File: src/utf8v_pkg.sv
// Package: shared types and constants for the UTF-8 stream validator.
`default_nettype none

package utf8v_pkg;

    // Status codes carried in the result and in the latched state
    typedef enum logic [1:0] {
        ST_VALID   = 2'd0,
        ST_INVALID = 2'd1,
        ST_NULL    = 2'd2
    } t_status;

    localparam int unsigned CONT_W = 3;

    // Lead byte masks and their match patterns
    localparam logic [7:0] MASK_1 = 8'h80;
    localparam logic [7:0] MASK_2 = 8'hE0;
    localparam logic [7:0] LEAD_2 = 8'hC0;
    localparam logic [7:0] MASK_3 = 8'hF0;
    localparam logic [7:0] LEAD_3 = 8'hE0;
    localparam logic [7:0] MASK_4 = 8'hF8;
    localparam logic [7:0] LEAD_4 = 8'hF0;
    localparam logic [7:0] MASK_5 = 8'hFC;
    localparam logic [7:0] LEAD_5 = 8'hF8;
    localparam logic [7:0] MASK_6 = 8'hFE;
    localparam logic [7:0] LEAD_6 = 8'hFC;
    localparam logic [7:0] MASK_CONT = 8'hC0;
    localparam logic [7:0] CONT_PAT  = 8'h80;

    localparam logic [CONT_W-1:0] CONT_MAX = 3'd5;

    // Register indexes of the configuration port
    localparam logic [1:0] REG_ZERO_OK = 2'd0;

    // Next state and result of one byte step
    typedef struct packed {
        logic [CONT_W-1:0] cont_due;
        t_status           status;
        t_status           result;
    } t_step;

endpackage

`default_nettype wire

File: src/utf8v_decode.sv
// Byte decoder: lead/continuation check and next-state logic for one byte.
`default_nettype none

module utf8v_decode
    import utf8v_pkg::*;
(
    input  wire logic [7:0]        i_byte,
    input  wire logic              i_last,
    input  wire logic              i_zero_ok,
    input  wire logic [CONT_W-1:0] i_cont_due,
    input  var  t_status           i_status,
    output t_step                  o_step
);

    logic              is_lead;
    logic [CONT_W-1:0] lead_cont;
    logic [CONT_W-1:0] cont_upd;
    t_status           stat_upd;

    // Continuations that follow a lead byte; is_lead low for a bad lead
    always_comb begin
        is_lead   = 1'b1;
        lead_cont = 3'd0;
        if ((i_byte & MASK_1) == 8'h00) begin
            lead_cont = 3'd0;
        end else if ((i_byte & MASK_2) == LEAD_2) begin
            lead_cont = 3'd1;
        end else if ((i_byte & MASK_3) == LEAD_3) begin
            lead_cont = 3'd2;
        end else if ((i_byte & MASK_4) == LEAD_4) begin
            lead_cont = 3'd3;
        end else if ((i_byte & MASK_5) == LEAD_5) begin
            lead_cont = 3'd4;
        end else if ((i_byte & MASK_6) == LEAD_6) begin
            lead_cont = 3'd5;
        end else begin
            is_lead = 1'b0;
        end
    end

    always_comb begin
        cont_upd = i_cont_due;
        stat_upd = i_status;
        if (i_status == ST_VALID) begin
            if (i_cont_due != 3'd0) begin
                if ((i_byte & MASK_CONT) != CONT_PAT) begin
                    stat_upd = ST_INVALID;
                end else begin
                    cont_upd = i_cont_due - 3'd1;
                end
            end else if (!is_lead) begin
                stat_upd = ST_INVALID;
            end else if (i_byte == 8'h00 && !i_zero_ok) begin
                stat_upd = ST_NULL;
            end else begin
                cont_upd = lead_cont;
            end
        end

        // Flag a truncated sequence at the end of the message
        o_step.result = stat_upd;
        if (stat_upd == ST_VALID && cont_upd != 3'd0) begin
            o_step.result = ST_INVALID;
        end

        // Clear for the next message after the last byte
        if (i_last) begin
            o_step.cont_due = 3'd0;
            o_step.status   = ST_VALID;
        end else begin
            o_step.cont_due = cont_upd;
            o_step.status   = stat_upd;
        end
    end

endmodule

`default_nettype wire

File: src/utf8v_out_reg.sv
// Result register: holds one status transfer until the consumer takes it.
`default_nettype none

module utf8v_out_reg
    import utf8v_pkg::*;
(
    input  wire logic i_clk,
    input  wire logic i_rst_n,
    input  wire logic i_load,
    input  var  t_status i_status,
    output logic      o_free,
    output logic      o_valid,
    input  wire logic i_stall,
    output t_status   o_status
);

    logic    r_valid;
    t_status r_status;

    // Free when empty or when the held transfer leaves this cycle
    assign o_free   = !r_valid || !i_stall;
    assign o_valid  = r_valid;
    assign o_status = r_status;

    always_ff @(posedge i_clk) begin
        if (!i_rst_n) begin
            r_valid <= 1'b0;
        end else if (o_free) begin
            r_valid <= i_load;
        end
    end

    always_ff @(posedge i_clk) begin
        if (o_free && i_load) begin
            r_status <= i_status;
        end
    end

endmodule

`default_nettype wire

File: src/utf8_stream_validator_top.sv
// Top level: UTF-8 stream validator with input register, state and APB register.
//
//   channel  | direction | handshake                 | payload
//   ---------+-----------+---------------------------+-----------------------------
//   in       | sink      | i_in_valid / o_in_stall   | i_data_byte[7:0], i_last
//   out      | source    | o_out_valid / i_out_stall | o_status[1:0]
//   cfg      | APB slave | psel, penable, pready     | paddr[1:0], pwdata, prdata
//
// One byte is taken every cycle unless the input stalls; a byte passes the input
// register, is decoded against the continuation count and latched status, and
// the last byte of a message loads the status into the result register as it advances.
// Reset (synchronous, active low) empties both registers and clears the count,
// the latched status and the null-acceptance bit.
// A stalled result holds; the input stalls only when a last byte waits on a
// full result register, and bytes that are not last keep flowing meanwhile.
`default_nettype none

module utf8_stream_validator_top
    import utf8v_pkg::*;
(
    input  wire logic        i_clk,
    input  wire logic        i_rst_n,
    // input byte channel
    input  wire logic        i_in_valid,
    output logic             o_in_stall,
    input  wire logic [7:0]  i_data_byte,
    input  wire logic        i_last,
    // result channel
    output logic             o_out_valid,
    input  wire logic        i_out_stall,
    output logic [1:0]       o_status,
    // configuration port
    input  wire logic        psel,
    input  wire logic        penable,
    input  wire logic        pwrite,
    input  wire logic [1:0]  paddr,
    input  wire logic [31:0] pwdata,
    output logic [31:0]      prdata,
    output logic             pready
);

    // Input register
    logic        r_in_valid;
    logic [7:0]  r_in_byte;
    logic        r_in_last;

    // Message state
    logic [CONT_W-1:0] r_cont_due;
    t_status           r_status;
    logic              r_zero_ok;

    t_step   step;
    logic    out_free;
    logic    advance;
    t_status out_status;
    logic    cfg_wr;

    // Advance the held byte unless it is last and the result register is full
    assign advance    = r_in_valid && (!r_in_last || out_free);
    assign o_in_stall = r_in_valid && !advance;

    always_ff @(posedge i_clk) begin
        if (!i_rst_n) begin
            r_in_valid <= 1'b0;
        end else if (!o_in_stall) begin
            r_in_valid <= i_in_valid;
        end
    end

    // Capture payload only on a transfer
    always_ff @(posedge i_clk) begin
        if (!o_in_stall && i_in_valid) begin
            r_in_byte <= i_data_byte;
            r_in_last <= i_last;
        end
    end

    utf8v_decode u_decode (
        .i_byte       (r_in_byte),
        .i_last       (r_in_last),
        .i_zero_ok    (r_zero_ok),
        .i_cont_due   (r_cont_due),
        .i_status     (r_status),
        .o_step       (step)
    );

    // Update the count and latched status once per advanced byte
    always_ff @(posedge i_clk) begin
        if (!i_rst_n) begin
            r_cont_due <= '0;
            r_status   <= ST_VALID;
        end else if (advance) begin
            r_cont_due <= step.cont_due;
            r_status   <= step.status;
        end
    end

    utf8v_out_reg u_out_reg (
        .i_clk    (i_clk),
        .i_rst_n  (i_rst_n),
        .i_load   (advance && r_in_last),
        .i_status (step.result),
        .o_free   (out_free),
        .o_valid  (o_out_valid),
        .i_stall  (i_out_stall),
        .o_status (out_status)
    );

    assign o_status = out_status;

    // APB: write on the access phase; pready is tied high
    assign cfg_wr = psel && penable && pwrite;
    assign pready = 1'b1;

    always_ff @(posedge i_clk) begin
        if (!i_rst_n) begin
            r_zero_ok <= 1'b0;
        end else if (cfg_wr && paddr == REG_ZERO_OK) begin
            r_zero_ok <= pwdata[0];
        end
    end

    always_comb begin
        prdata = 32'd0;
        if (paddr == REG_ZERO_OK) begin
            prdata[0] = r_zero_ok;
        end
    end

    // The last byte of a message leaves clean state behind
    a_clear_after_last: assert property (@(posedge i_clk) disable iff (!i_rst_n)
        (advance && r_in_last) |=> (r_cont_due == 3'd0 && r_status == ST_VALID))
        else $error("state not cleared after last byte");

    // A new result appears only after a last byte was decoded
    a_result_from_last: assert property (@(posedge i_clk) disable iff (!i_rst_n)
        $rose(o_out_valid) |-> $past(advance && r_in_last))
        else $error("result without a last byte");

    // The continuation count never exceeds a six-byte sequence
    a_cont_range: assert property (@(posedge i_clk) disable iff (!i_rst_n)
        r_cont_due <= CONT_MAX)
        else $error("continuation count out of range");

    // A latched error holds until a byte advances
    a_err_holds: assert property (@(posedge i_clk) disable iff (!i_rst_n)
        (r_status != ST_VALID && !advance) |=> $stable(r_status))
        else $error("latched status changed without a byte");

endmodule

`default_nettype wire
File: config.mk
export PLATFORM = sky130hd
export DESIGN_NAME = utf8_stream_validator_top
export DESIGN_NICKNAME = d
export VERILOG_FILES = /design/src/utf8v_pkg.sv /design/src/utf8v_decode.sv /design/src/utf8v_out_reg.sv /design/src/utf8_stream_validator_top.sv
export SDC_FILE = /design/constraint.sdc
export NUM_CORES = 1
export LEC_CHECK = 0
export BUFFER_PORTS_ARGS = -buffer_cell sky130_fd_sc_hd__buf_2
export CORE_MARGIN = 2
export CORE_UTILIZATION = 37
export CTS_CLUSTER_DIAMETER = 60
export DETAILED_ROUTE_END_ITERATION = 8
export PLACE_DENSITY = 0.73
export REMOVE_ABC_BUFFERS = 1
export SLEW_MARGIN = 20
export SYNTH_ARGS = -nofsm -noshare
export SYNTH_HDL_FRONTEND = slang
export SYNTH_HIERARCHICAL = 1
export SYNTH_SLANG_ARGS = --single-unit
File: constraint.sdc
create_clock -name i_clk -period 2 [get_ports i_clk]
set_clock_uncertainty 0.15 [all_clocks]
set_input_delay 0.3 -clock i_clk [delete_from_list [all_inputs] [get_ports i_clk]]
set_output_delay 0.3 -clock i_clk [all_outputs]
set_load 0.05 [all_outputs]
# Word-level counts from Yosys, hierarchy flattened
# Index checks and enable logic that the tools add are counted.
dict set report totals {
  output_inout_bits 37
  ff_bits 19
}
dict set report op_classes {
  n_mux 24
  n_eq_ne 6
  n_reduce_logical 25
  add_sub_neg 1
}
# cell count
set op_table {}
lappend op_table {{$mux W3} 11}
lappend op_table {{$logic_not A8 Y1} 2}
lappend op_table {{$logic_and A1 B1 Y1} 10}
lappend op_table {{$mux W2} 5}
lappend op_table {{$eq A7 B7 Y1 const B} 1}
lappend op_table {{$mux W1} 7}
lappend op_table {{$eq A6 B6 Y1 const B} 1}
lappend op_table {{$logic_not A1 Y1} 6}
lappend op_table {{$logic_not A2 Y1} 3}
lappend op_table {{$reduce_bool A3 Y1} 2}
lappend op_table {{$eq A5 B5 Y1 const B} 1}
lappend op_table {{$mux W5} 1}
lappend op_table {{$eq A4 B4 Y1 const B} 1}
lappend op_table {{$eq A3 B3 Y1 const B} 1}
lappend op_table {{$sub A3 B1 Y3 const B} 1}
lappend op_table {{$logic_or A1 B1 Y1} 2}
lappend op_table {{$ne A2 B2 Y1 const B} 1}

# Logic depth before layout (Yosys ltp)
dict set report depth {
  depth_word 13
  mapped_depth 9
  mapped_depth_nobuf 9
}

# By module
# Netlist, hierarchy kept.
# module area_each_um2 cells_each seq_area_each_um2 n_inst
set by_module_without_submodules {}
lappend by_module_without_submodules {utf8_stream_validator_top 830.8 78 410.4 1}
lappend by_module_without_submodules {utf8v_decode 357.8 56 0.0 1}
lappend by_module_without_submodules {utf8v_out_reg 101.3 7 80.1 1}

# Least setup slack after synthesis
# Ideal clock, no wire load.
dict set report synth_path {
  path_type {reg-to-reg}
  startpoint {register u_out_reg.r_valid, in the netlist u_out_reg/o_valid}
  endpoint {register r_in_byte[0], enable pin}
  period_less_slack_ps 1989
  path_stages_with_launch 5
  required_ps 1557
  path_slack_ps 11
  setup_ps 293
  arrival_ps 1546
  cell_sequence {dfxtp_1 -> nand2_1 -> nand2b_2 -> nor2_4 -> nor2b_1}
}
dict set report synth_between {
  elab_chain_len 8
}
# element line_no
set synth_rtl {}
lappend synth_rtl {{from (decl)} utf8v_out_reg.sv:17} ;# logic r_valid;
lappend synth_rtl {{from (signal assigned)} utf8v_out_reg.sv:29} ;# r_valid <= i_load;
lappend synth_rtl {{$logic_not A1 Y1} utf8v_out_reg.sv:21} ;# assign o_free = !r_valid || !i_stall;
lappend synth_rtl {{$logic_or A1 B1 Y1} utf8v_out_reg.sv:21}
lappend synth_rtl {{named net out_free} utf8_stream_validator_top.sv:53} ;# logic out_free;
lappend synth_rtl {{$logic_or A1 B1 Y1} utf8_stream_validator_top.sv:59} ;# assign advance = r_in_valid && (!r_in_last || out_free);
lappend synth_rtl {{$logic_and A1 B1 Y1} utf8_stream_validator_top.sv:59}
lappend synth_rtl {{$logic_not A1 Y1} utf8_stream_validator_top.sv:60} ;# assign o_in_stall = r_in_valid && !advance;
lappend synth_rtl {{$logic_and A1 B1 Y1} utf8_stream_validator_top.sv:60}
lappend synth_rtl {{named net o_in_stall} utf8_stream_validator_top.sv:25} ;# output logic o_in_stall,
lappend synth_rtl {{$logic_not A1 Y1} utf8_stream_validator_top.sv:72} ;# if (!o_in_stall && i_in_valid) begin
lappend synth_rtl {{$logic_and A1 B1 Y1} utf8_stream_validator_top.sv:72}
lappend synth_rtl {{to (signal assigned)} utf8_stream_validator_top.sv:73} ;# r_in_byte <= i_data_byte;
lappend synth_rtl {{to (decl)} utf8_stream_validator_top.sv:44} ;# logic [7:0] r_in_byte;
# The timed path passes the listed nets, and every way through them passes these cells.
# A chain may end at the register's enable or synchronous reset.

# Final worst setup path
dict set report layout_path {
  startpoint {register r_cont_due[0]}
  endpoint {register u_out_reg.r_status[0], in the netlist u_out_reg/o_status[0], data pin}
}
dict set report layout_between {
  elab_chain_len 6
  word_cells_on_any_way 12
  classes_between {add/sub: 1; mux: 7; reduce/logical: 4}
}
# element line_no
set layout_rtl {}
lappend layout_rtl {{from (decl)} utf8_stream_validator_top.sv:48} ;# logic [CONT_W-1:0] r_cont_due;
lappend layout_rtl {{from (signal assigned)} utf8_stream_validator_top.sv:93} ;# r_cont_due <= step.cont_due;
lappend layout_rtl {{$sub A3 B1 Y3 / $mux W3 (equally long branches)} {utf8v_decode.sv:49, utf8v_decode.sv:53}}
lappend layout_rtl {{$mux W3, on equally long branches} {utf8v_decode.sv:46, utf8v_decode.sv:51}}
lappend layout_rtl {{$mux W3} utf8v_decode.sv:45} ;# if (i_cont_due != 3'd0) begin
lappend layout_rtl {{$mux W3} utf8v_decode.sv:44} ;# if (i_status == ST_VALID) begin
lappend layout_rtl {{$reduce_bool A3 Y1} utf8v_decode.sv:62} ;# if (stat_upd == ST_VALID && cont_upd != 3'd0) begin
lappend layout_rtl {{$logic_and A1 B1 Y1} utf8v_decode.sv:62}
lappend layout_rtl {{to (signal assigned)} utf8v_out_reg.sv:35} ;# r_status <= i_status;
lappend layout_rtl {{to (decl)} utf8v_out_reg.sv:18} ;# t_status r_status;
# Several ways; a longest one is shown, not always the timed one.

==> reports/results.ini <==
[timing]
finalSetupViolCount = 0
rsz0062_at_grt = true
fmax_ghz = 0.513
period_minus_slack_ns = 1.95
post-route-period-util_pct = 97.5
finalHoldViolCount = 0
final_max_slew_viol_count = 0
setup_ws_ns = 0.0498

[route]
drtIter0Drc = 44
route.detailed.drc = 0
wl_per_cell_um = 10.4
routed_wl_um = 2390
via_count = 1047
viasPerCell = 4.57
firstDrtPassIters = 4
final_antenna_net_count = 0

[die]
core_area_um2 = 3340
ios = 87
start_util_pct = 38.7
fp.dieArea_um2 = 3970
die_w_um = 63.0
die_y_um = 63.0
rows = 21

[cells_and_area]
n_fill_cell = 328
num-nets-final = 236
postLayoutCoreUtil_pct = 45.9
finalNonFillerCells = 229
area_growth_pct = 18.8
layout-drive-gt1-share_pct = 28.4
antenna_cells = 0

[setup_path]
r2r_end = u_out_reg/o_status[0]
path_delay_family = compound AO/OA/AOI/OAI gates
crit_path_start_kind = flop
arrival_ns = 1.83
cp_data_required_time_ns = 1.88
path_class = reg2reg
crit_buf_inv = 2
rr_worst_depth = 8
worst_path_largest_cell_delay_ns = 0.35
crit_fanout = 2
rr_startpoint = r_cont_due[0]
setup.worst_path.start = r_cont_due[0]
path_cells = inv_2, buf_4, ha_1, and4bb_2, a41oi_2, nor4_2, a21oi_1, a31oi_1
cpMaxStageDelayCell = dfxtp_2
rrSetupSlack_ns = 0.05
end_kind = flop

[hold_path]
hold_class = in2reg
min_from = i_data_byte[7]
min_to = r_in_byte[7]
min_path_cells = 1

[synthesis]
async_reset_ff_share_pct = 0
synthAdderAreaFrac_pct = 1.94
synth_seq_cells = 19
yosys-top-cells-area = edfxtp_1 (26%), buf_4 (19%), dfxtp_1 (12%)
ys_types = 41
yosysTopAreaCell = edfxtp_1
avgSynthCellArea_um2 = 9.15
synth_top_area_share_pct = 25.6
synth-edff-count = 11
synthCells = 141
synth_top_family_by_area = simple AND/OR/NAND/NOR gates
syn_area_um2 = 1290
yosysSeqAreaShare_pct = 38.0
synth_compound_area_share_pct = 15.5
synthMuxAreaShare_pct = 0.776
synthXorXnorAreaFrac_pct = 0
yosys_warnings = 6
synth_flop_cell = edfxtp_1
synth_simple_gate_area_share_pct = 22.8

[place]
portBuffers = 23
place_ws_ns = 0.0932
gp_congestion = 0.838
dpl.hpwl_um = 1710
dp_cells = 214

[global_routing]
grt_pass1_wl_um = 3690
antenna_found_initial = 0
grt_pass1_vias = 884
grt_util_all_layers_pct = 11.7
grt_max_degree = 11
gr-total-overflow = 0

[cts]
clock_path_buffers = 2
clk_pin_slew_ns = 0.10
cts_max_level = 1
numClockSinks = 19
clock_latency_ns = 0.29
cts_buffers = 3
root_buffer = clkbuf_4
tritoncts = yes

[run_status]
status = finished, final reports clean

[power]
ir_worst_vdd_v = 0.000347
p_leak_nw = 0.677
p_per_area_nw_per_um2 = 569

[run]
max_cap_violations = 0

==> cells in the final DEF (no fill, tap or decap), drive strengths merged, types with 4 or more instances in the layout <==
| cell type | count |
|---|---|
| a21boi | 6 |
| nor2 | 11 |
| edfxtp | 11 |
| nor2b | 4 |
| nand3 | 9 |
| inv | 6 |
| dfxtp | 8 |
| o21ai | 8 |
| nand2 | 6 |
| dlygate4sd3 | 6 |
| conb | 32 |
| clkbuf | 4 |
| buf | 34 |
==> cells by family (layout without fill, tap and decap cells) <==
logic type,after synthesis,count (layout)
other,2,32
adder cells (fa/ha/maj),2,2
flip-flops,19,19
multiplexers,1,1
AND/OR/NAND/NOR,51,51
AO/OA/AOI/OAI,28,28
buffers and inverters,38,50
==> state kept, by name, indices dropped and copies added, names as in the netlist <==
| signal | flops |
|---|---|
| r_cont_due | 3 |
| r_zero_ok | 1 |
| r_in_byte | 8 |
| r_status | 2 |
| r_in_valid | 1 |
| u_out_reg/o_valid | 1 |
| r_in_last | 1 |
| u_out_reg/o_status | 2 |
==> what timing repair did <==
action | 4_1_cts | 5_1_grt
buffers inserted | 0 | 6
hold buffers | 0 | 6
setup endpoints to repair | 0 | 2
hold endpoints to repair | 0 | 6
gates resized for setup | 0 | 8
==> power by group <==
group | switching, mW | leakage, nW | total [mW] | internal [mW]
clock | 0.110 | 0.0150 | 0.187 | 0.0774
sequential | 0.0154 | 0.174 | 0.445 | 0.430
combinational | 0.183 | 0.487 | 0.239 | 0.0556
total | 0.308 | 0.677 | 0.871 | 0.563
==> metrics by stage <==
stage / hold WS, ns / setup TNS [ns] / instance area, µm² / power (mW)
after global routing: 0.00232 / -0.0434 / 1530 / 0.922
after detailed placement: 0.328 / 0 / 1380 / 0.674
after CTS: 0.0201 / 0 / 1410 / 0.862
after floorplan: 0.249 / 0 / 1160 / 0.635
after global placement: 0.326 / 0 / 1380 / 0.673
final: 0.0317 / 0 / 1530 / 0.871
==> metal layers <==
layer	track usage, %	routed length (µm)	vias to the layer above
li1	-	-	519
met1	13.3	1070	470
met5	0	0	-
met2	19.4	1150	52
met4	6.67	44	0
met3	3.60	131	6
==> cells in the mapped netlist (2+ instances only) <==
library cell / instances
nand3_1: 9
nand2b_1: 2
ha_1: 2
nand4_1: 3
o21ai_0: 6
buf_4: 32
and2_1: 3
and2b_1: 3
dfxtp_1: 8
inv_1: 5
a21boi_1: 5
a31oi_1: 3
and3_1: 2
o21ai_1: 2
a21oi_1: 2
conb_1: 2
edfxtp_1: 11
nand2_1: 6
nor2_1: 10
nor2b_1: 4
==> final cells by class <==
cell class                      instances  area [µm²]  area share (%)
Inverter                                6        22.5            1.47
Sequential cell                        19         493            32.2
Tap cell                               46        57.6            3.76
Clock buffer                            4        26.3            1.71
Timing Repair Buffer                   40         258            16.8
Multi-Input combinational cell        114         676            44.1
==> how the worst max path moves through the flow <==
stage	to	cells after the start	slack (ns)
3_5_place_dp	u_out_reg/o_status[0]	5	0.09
4_1_cts	u_out_reg/o_status[0]	5	0.08
6_report	u_out_reg/o_status[0]	8	0.05
5_1_grt	u_out_reg/o_status[0]	5	-0.04
3_3_place_gp	u_out_reg/o_status[0]	5	0.10
2_1_floorplan	r_in_byte[0]	4	0.01
(Power assumes the default switching activity.)
